===== src/hw/rtl/smne_pkg.sv =====
// Shared types, codes and constants of the S-curve mean and noise extractor.
package smne_pkg;

    localparam logic REQ_SAMPLE = 1'b0;
    localparam logic REQ_FINISH = 1'b1;

    localparam int W_BITS  = 18;
    localparam int M1_BITS = 48;
    localparam int M2_BITS = 64;
    localparam int OCC_BITS = 16;
    localparam int CH_BITS = 8;
    localparam int OUT_BITS = 14;

    localparam logic [OUT_BITS-1:0] OUT_MAX = 14'h3FFF;

    localparam logic [1:0] STATUS_NONE      = 2'b00;
    localparam logic [1:0] STATUS_ZERO_WT   = 2'b11;
    localparam logic [1:0] STATUS_NEG_VAR   = 2'b10;

    localparam int DIV_NUM_BITS = 53;
    localparam int DIV_DEN_BITS = 19;
    localparam int DD_BITS      = 99;
    localparam int LIM_BITS     = 106;

    typedef struct packed {
        logic [CH_BITS-1:0] channel;
        logic [W_BITS-1:0]  w;
        logic [M1_BITS-1:0] m1;
        logic [M2_BITS-1:0] m2;
    } smne_entry_t;

    typedef enum logic [1:0] {
        F_IDLE,
        F_READ,
        F_MUL,
        F_WRITE
    } smne_front_state_t;

    typedef enum logic [3:0] {
        B_IDLE,
        B_P0,
        B_P1,
        B_P2,
        B_Q0,
        B_Q1,
        B_Q2,
        B_D,
        B_DIV,
        B_SQ_X,
        B_SQ_M,
        B_SQ_C,
        B_OUT
    } smne_back_state_t;

endpackage


===== src/hw/rtl/smne_queue.sv =====
// Two-entry queue that carries finish transactions from the front end to the back end.
module smne_queue
    import smne_pkg::*;
    (
        input  logic        clk,
        input  logic        rst_n,
        input  logic        push,
        input  smne_entry_t push_entry,
        output logic        full,
        input  logic        pop,
        output logic        empty,
        output smne_entry_t head
    );

    smne_entry_t entry_reg [2];
    logic       wr_ptr_reg, wr_ptr_next;
    logic       rd_ptr_reg, rd_ptr_next;
    logic [1:0] count_reg, count_next;

    assign full  = (count_reg == 2'd2);
    assign empty = (count_reg == 2'd0);
    assign head  = entry_reg[rd_ptr_reg];

    always_comb
    begin
        wr_ptr_next = push ? !wr_ptr_reg : wr_ptr_reg;
        rd_ptr_next = pop ? !rd_ptr_reg : rd_ptr_reg;
        count_next  = count_reg + {1'b0, push} - {1'b0, pop};
    end

    always_ff @(posedge clk or negedge rst_n)
    begin
        if (!rst_n)
        begin
            wr_ptr_reg <= 1'b0;
            rd_ptr_reg <= 1'b0;
            count_reg  <= 2'd0;
        end
        else
        begin
            wr_ptr_reg <= wr_ptr_next;
            rd_ptr_reg <= rd_ptr_next;
            count_reg  <= count_next;
        end
    end

    always_ff @(posedge clk)
    begin
        if (push)
        begin
            entry_reg[wr_ptr_reg] <= push_entry;
        end
    end

endmodule


===== config.mk =====
export PLATFORM = sky130hd
export DESIGN_NAME = smne_queue
export DESIGN_NICKNAME = d
export VERILOG_FILES = /design/src/hw/rtl/smne_pkg.sv /design/src/hw/rtl/smne_queue.sv
export SDC_FILE = /design/constraint.sdc
export NUM_CORES = 1
export LEC_CHECK = 0
export BUFFER_PORTS_ARGS = -buffer_cell sky130_fd_sc_hd__clkbuf_2
export CORE_ASPECT_RATIO = 1.5
export CORE_MARGIN = 2
export CORE_UTILIZATION = 56
export DETAILED_ROUTE_END_ITERATION = 7
export PLACE_DENSITY = 0.83
export SKIP_LAST_GASP = 1
export SLEW_MARGIN = 10
export SYNTH_ARGS = -nofsm -noshare
export SYNTH_HDL_FRONTEND = slang
export SYNTH_SLANG_ARGS = --single-unit
export TNS_END_PERCENT = 100

===== constraint.sdc =====
create_clock -name clk -period 13.5 [get_ports clk]
set_input_delay 1.35 -clock clk [delete_from_list [all_inputs] [get_ports clk]]
set_output_delay 1.35 -clock clk [all_outputs]
set_load 0.02 [all_outputs]

==> impl_metrics.tcl, run 1 <==
set metrics [dict create \
    outcome "finished, final reports clean" \
    area_growth_pct 23.3 \
    power.internal_mw 1.88 \
    postSynthAreaPerCell_um2 22.9 \
    fin_crit_sh_pct 32.5 \
    grt_pass1_vias 5676 \
    ys_types 13 \
    cts_inserted_buffers 25 \
    leakage_nw 4.82 \
    antenna_cells 0 \
    drv_slew 0 \
    cts_buffer_depth 3 \
    min_period_ns 4.39 \
    synth_area_um2 10200 \
    initialDrtViolationCount 332 \
    seq_area_frac_synth_pct 82.3 \
    critical_path_class "flip-flop to output port" \
    die_area_um2 19300 \
    fin_util_pct 70.3 \
    core_area_um2 17900 \
    grt_max_degree 84 \
    dpl_cell_area_um2 11800 \
    fp-row-count 60 \
    postCtsHoldBufs 0 \
    antenna_found_initial 1 \
    globalplace.congestion 0.855 \
    cp.arrival_ns 3.04 \
    vias 5240 \
    final-setup-viol-count 0 \
    design.portCount 282 \
    fin_area_um2 12600 \
    cp_max_fo 72 \
    powerDensity_nw_per_um2 220 \
    critical_path_required_ns 12.15 \
    antenna_left 0 \
    grt_pass1_wl_um 29000 \
    drcViolationCount 0 \
    drt_pass1_iterations 4 \
    setup_ws_ns 9.11 \
    wl_per_cell_um 20.3 \
    net-switching-power_uw 882 \
    drv_cap 0 \
    start_kind "flip-flop" \
    dp_hpwl_um 13600 \
    rsz0062_at_grt "false" \
    nFillCells 1118 \
    cts-root-buf "clkbuf_16" \
    cts-resized-gates 0 \
    finalSetupTns_ns 0 \
    multi_input_comb_area_um2 1650 \
    clkTransAtPathRegs_ns 0.07 \
    start_util_pct 57.0 \
    port_buffers 281 \
    via_per_inst 5.37 \
    tightest_slew_ns 1.10 \
    wl_um 19800 \
    cts_setup_buffers 0 \
    fmax_ghz 0.228 \
    overflow 0 \
    combinationalPowerShare_pct 30.3 \
    cts_tree "done" \
    dieHeight_um 169 \
    regArea_um2 8390 \
    yosys_warnings 0 \
    die_w_um 114 \
    pre_cts_slack_ns 9.59 \
    p_clk_share_pct 25.0 \
    p_total_mw 2.77 \
    slew_headroom_pct 26.4 \
    synth_nets 588 \
    nNetsFinal 885 \
    swShare_pct 31.9 \
    ys_ff_latch 280 \
    cp-end-kind "output port" \
    skew_ns 0.00602 \
    worstSkewPairLatency_ns 0.51 \
    vdd_drop_max_v 0.000153 \
    p_seq_share_pct 44.7 \
    grt_use_total_pct 19.9 \
    clock-sinks 280 \
    hold_class "flip-flop to flip-flop" \
    cts_max_level 1 \
    drive_gt1_share_pct 60.7 \
    largest_register_ffs 276 \
    hold_viol 0 \
    synthCells 444 \
]
==> final cells by class <==
cell class / count / share of cell area, %
Sequential cell: 280 / 66.8
Multi-Input combinational cell: 147 / 13.2
Timing Repair Buffer: 285 / 11.4
Clock buffer: 29 / 5.10
Tap cell: 217 / 2.16
Clock inverter: 16 / 1.30
Inverter: 2 / 0.0597
==> synthesized netlist by cell type (all sizes together) <==
cell,n,area [µm²]
nor2b,2,12.5
buf,15,149
and2,1,6.26
ha,2,25.0
nor2,1,3.75
inv,2,7.51
mux2,138,1550
edfxtp,276,8290
xor2,2,17.5
xor3,1,23.8
dfrtp,4,100
==> cells by family (layout without fill, tap and decap cells) <==
family,after synthesis,after routing,synth area share [%]
flops,280,280,82.3
mux,138,138,15.3
buf+inv,17,332,1.54
simple gates,4,4,0.221
xor+xnor,3,3,0.405
fa+ha+maj,2,2,0.246
==> worst max-delay path: stages (launching register included) <==
cell      delay [ns]
dfrtp_4         1.00
buf_4           0.83
mux2_2          0.45
clkbuf_2        0.17
==> power groups by stage <==
stage               Clock [mW]  Sequential, mW  Combinational, mW
floorplan                    0            1.23              0.641
global placement             0            1.24              0.830
detailed placement           0            1.26              0.846
CTS                      0.708            1.24              0.850
global route             0.737            1.25              0.888
finish                   0.692            1.24              0.839
==> final timing paths <==
kind	end	slack, ns	startpoint	depth (start not counted)
max	head[68]	9.11	rd_ptr_reg	3
min	wr_ptr_reg	0.55	wr_ptr_reg	1
max reg2reg	entry_reg[1][49]	10.97	wr_ptr_reg	2
min reg2reg	wr_ptr_reg	0.55	wr_ptr_reg	1
max in group asynchronous	rd_ptr_reg	12.73	rst_n	1
min in group asynchronous	rd_ptr_reg	0.63	rst_n	1
==> cells in the final DEF (no fill, tap or decap), types with 2 or more instances in the layout <==
| master | count |
|---|---|
| clkbuf_2 | 281 |
| clkbuf_16 | 25 |
| clkinv_1 | 6 |
| edfxtp_1 | 276 |
| ha_1 | 2 |
| xor2_1 | 2 |
| buf_4 | 4 |
| bufinv_16 | 3 |
| clkinv_2 | 4 |
| inv_1 | 2 |
| mux2_2 | 138 |
| clkbuf_1 | 4 |
| dfrtp_1 | 3 |
| clkinvlp_4 | 2 |
==> stage by stage <==
stage	hold WS (ns)	cells
floorplan	0.455	444
global placement	0.528	931
detailed placement	0.538	931
CTS	0.553	976
global route	0.572	976
finish	0.554	976
==> layer usage <==
layer | vias up | wire length, µm | track usage [%]
met5 | - | 0 | 0
met4 | 0 | 1090 | 11.0
met3 | 77 | 1380 | 4.89
met2 | 228 | 11100 | 37.5
met1 | 2571 | 6290 | 19.3
li1 | 2364 | - | -
No activity file was read; power rests on OpenSTA's default activity.
==> run 2, diff against run 1 <==
Settings changed: CORE_UTILIZATION 56 to 52, PLACE_DENSITY 0.83 to 0.77.
Clock period 13.5 ns to 4.5 ns, I/O delays scaled along.
==> impl_metrics.tcl, run 2 (same netlist as run 1, synthesis figures left out) <==
set metrics [dict create \
    outcome "finished, final reports clean" \
    largest_register_ffs 276 \
    cts_tree "done" \
    final-setup-viol-count 0 \
    slew_headroom_pct 49.2 \
    r2r_start "wr_ptr_reg" \
    powerDensity_nw_per_um2 641 \
    start_util_pct 53.2 \
    leakage_nw 4.79 \
    fin_crit_sh_pct 67.7 \
    port_buffers 281 \
    drv_cap 0 \
    min_period_ns 3.05 \
    drv_slew 0 \
    nFillCells 1325 \
    grt_use_total_pct 18.1 \
    critical_path_required_ns 4.05 \
    antenna_left 0 \
    cts_buffer_depth 3 \
    start_kind "flip-flop" \
    fmax_ghz 0.328 \
    die_w_um 118 \
    grt_pass1_vias 5557 \
    finalSetupTns_ns 0 \
    reg2reg_to "entry_reg[1][13]" \
    setup_ws_ns 1.45 \
    pre_cts_slack_ns 1.96 \
    hold_viol 0 \
    min-delay-start "push_entry[101]" \
    cp_max_fo 50 \
    cpPeakStageDelay_ns 0.80 \
    final_cell_mix "clkbuf_2 (281), edfxtp_1 (276), mux2_2 (138), clkbuf_16 (24), clkinv_1 (7)" \
    grt_max_degree 86 \
    cp-end-kind "output port" \
    area_growth_pct 23.1 \
    hold_end "entry_reg[1][101]" \
    worstSkewPairLatency_ns 0.53 \
    cp_num_buf_inv 2 \
    grt_pass1_wl_um 29100 \
    rrSetupSlack_ns 2.47 \
    cp.arrival_ns 2.60 \
    antenna_found_initial 1 \
    cts_inserted_buffers 24 \
    core_area_um2 19200 \
    cts-root-buf "clkbuf_16" \
    skew_ns 0.0211 \
    final_common_cell "clkbuf_2" \
    drt_pass1_iterations 6 \
    via_per_inst 5.08 \
    globalplace.congestion 0.750 \
    nNetsFinal 886 \
    hold_class "input pin to flip-flop" \
    whs_path_depth 1 \
    dpl_cell_area_um2 11800 \
    p_total_mw 8.04 \
    drive_gt1_share_pct 60.2 \
    design.portCount 282 \
    initialDrtViolationCount 309 \
    fin_area_um2 12500 \
    die_area_um2 20700 \
    vdd_drop_max_v 0.000418 \
    crit_chain "buf_4, mux2_2, clkbuf_2" \
    cts_setup_buffers 0 \
    clock-sinks 280 \
    fp-row-count 62 \
    drcViolationCount 0 \
    vias 5161 \
    cp_top_family "flip-flops" \
    rsz0062_at_grt "false" \
    wl_per_cell_um 18.9 \
    clkTransAtPathRegs_ns 0.07 \
    cts_max_level 1 \
    overflow 0 \
    reg2reg_depth 2 \
    wl_um 19200 \
    dieHeight_um 175 \
    dp_hpwl_um 13100 \
    tightest_slew_ns 0.762 \
    crit_path_top_delay_cell "dfrtp_4" \
    critical_path_class "flip-flop to output port" \
]
[run 2: cell count changes in the layout (fill, tap and decap cells not counted), sizes merged]
cell	before	now
dlygate4sd3	0	1
bufinv	3	0
clkbuf	310	311
buf	4	5
clkinv	11	13
diode	0	1
clkinvlp	2	0
[run 2: worst register-to-register path: stages, from the launching register on]
cell and delay [ns]:
dfrtp_1 0.42, and2_4 0.67, buf_12 0.51
[run 2: where the power goes]
group	internal (mW)	switching, mW	total, mW	leakage, nW
combinational	1.01	1.57	2.58	1.81
clock	0.981	0.835	1.82	0.340
sequential	3.46	0.187	3.65	2.64
total	5.45	2.59	8.04	4.79
[run 2: repair_timing]
| action | CTS | global route |
|---|---|---|
| gates resized for setup | 0 | 0 |
| hold buffers | 1 | 0 |
| setup endpoints to repair | 0 | 0 |
| endpoints found under the hold margin | 4 | 0 |
[run 2: worst max-delay path by stage]
stage | startpoint | endpoint | slack, ns | depth (start not counted)
2_1_floorplan | push | entry_reg[0][0] | 0.01 | 1
3_3_place_gp | rd_ptr_reg | head[57] | 2.01 | 3
3_5_place_dp | rd_ptr_reg | head[57] | 1.96 | 3
4_1_cts | rd_ptr_reg | head[57] | 1.40 | 3
5_1_grt | rd_ptr_reg | head[115] | 1.31 | 3
6_report | rd_ptr_reg | head[115] | 1.45 | 3
[run 2: layout make-up]
type | instances | area (µm²) | area share, %
multi-input combinational | 147 | 1650 | 13.2
sequential | 280 | 8390 | 66.9
antenna | 1 | 2.50 | 0.0199
inverter | 2 | 7.51 | 0.0598
clock buffer | 30 | 623 | 4.97
tap | 256 | 320 | 2.55
timing repair buffer | 287 | 1480 | 11.8
clock inverter | 13 | 67.6 | 0.539
[run 2: metal layers]
layer  track usage [%]  part of all wire, %
met5                 0                0.068
met4              8.89                  4.7
met3              5.13                  7.5
met2              32.6                   53
met1              19.3                   34
[run 2: stage by stage]
stage,hold slack [ns],utilization (%),instances
floorplan,0.154,-,444
global placement,0.258,61.8,971
detailed placement,0.262,61.8,971
CTS,0.0840,65.5,1015
global route,0.0816,65.5,1015
finish,0.111,65.5,1016
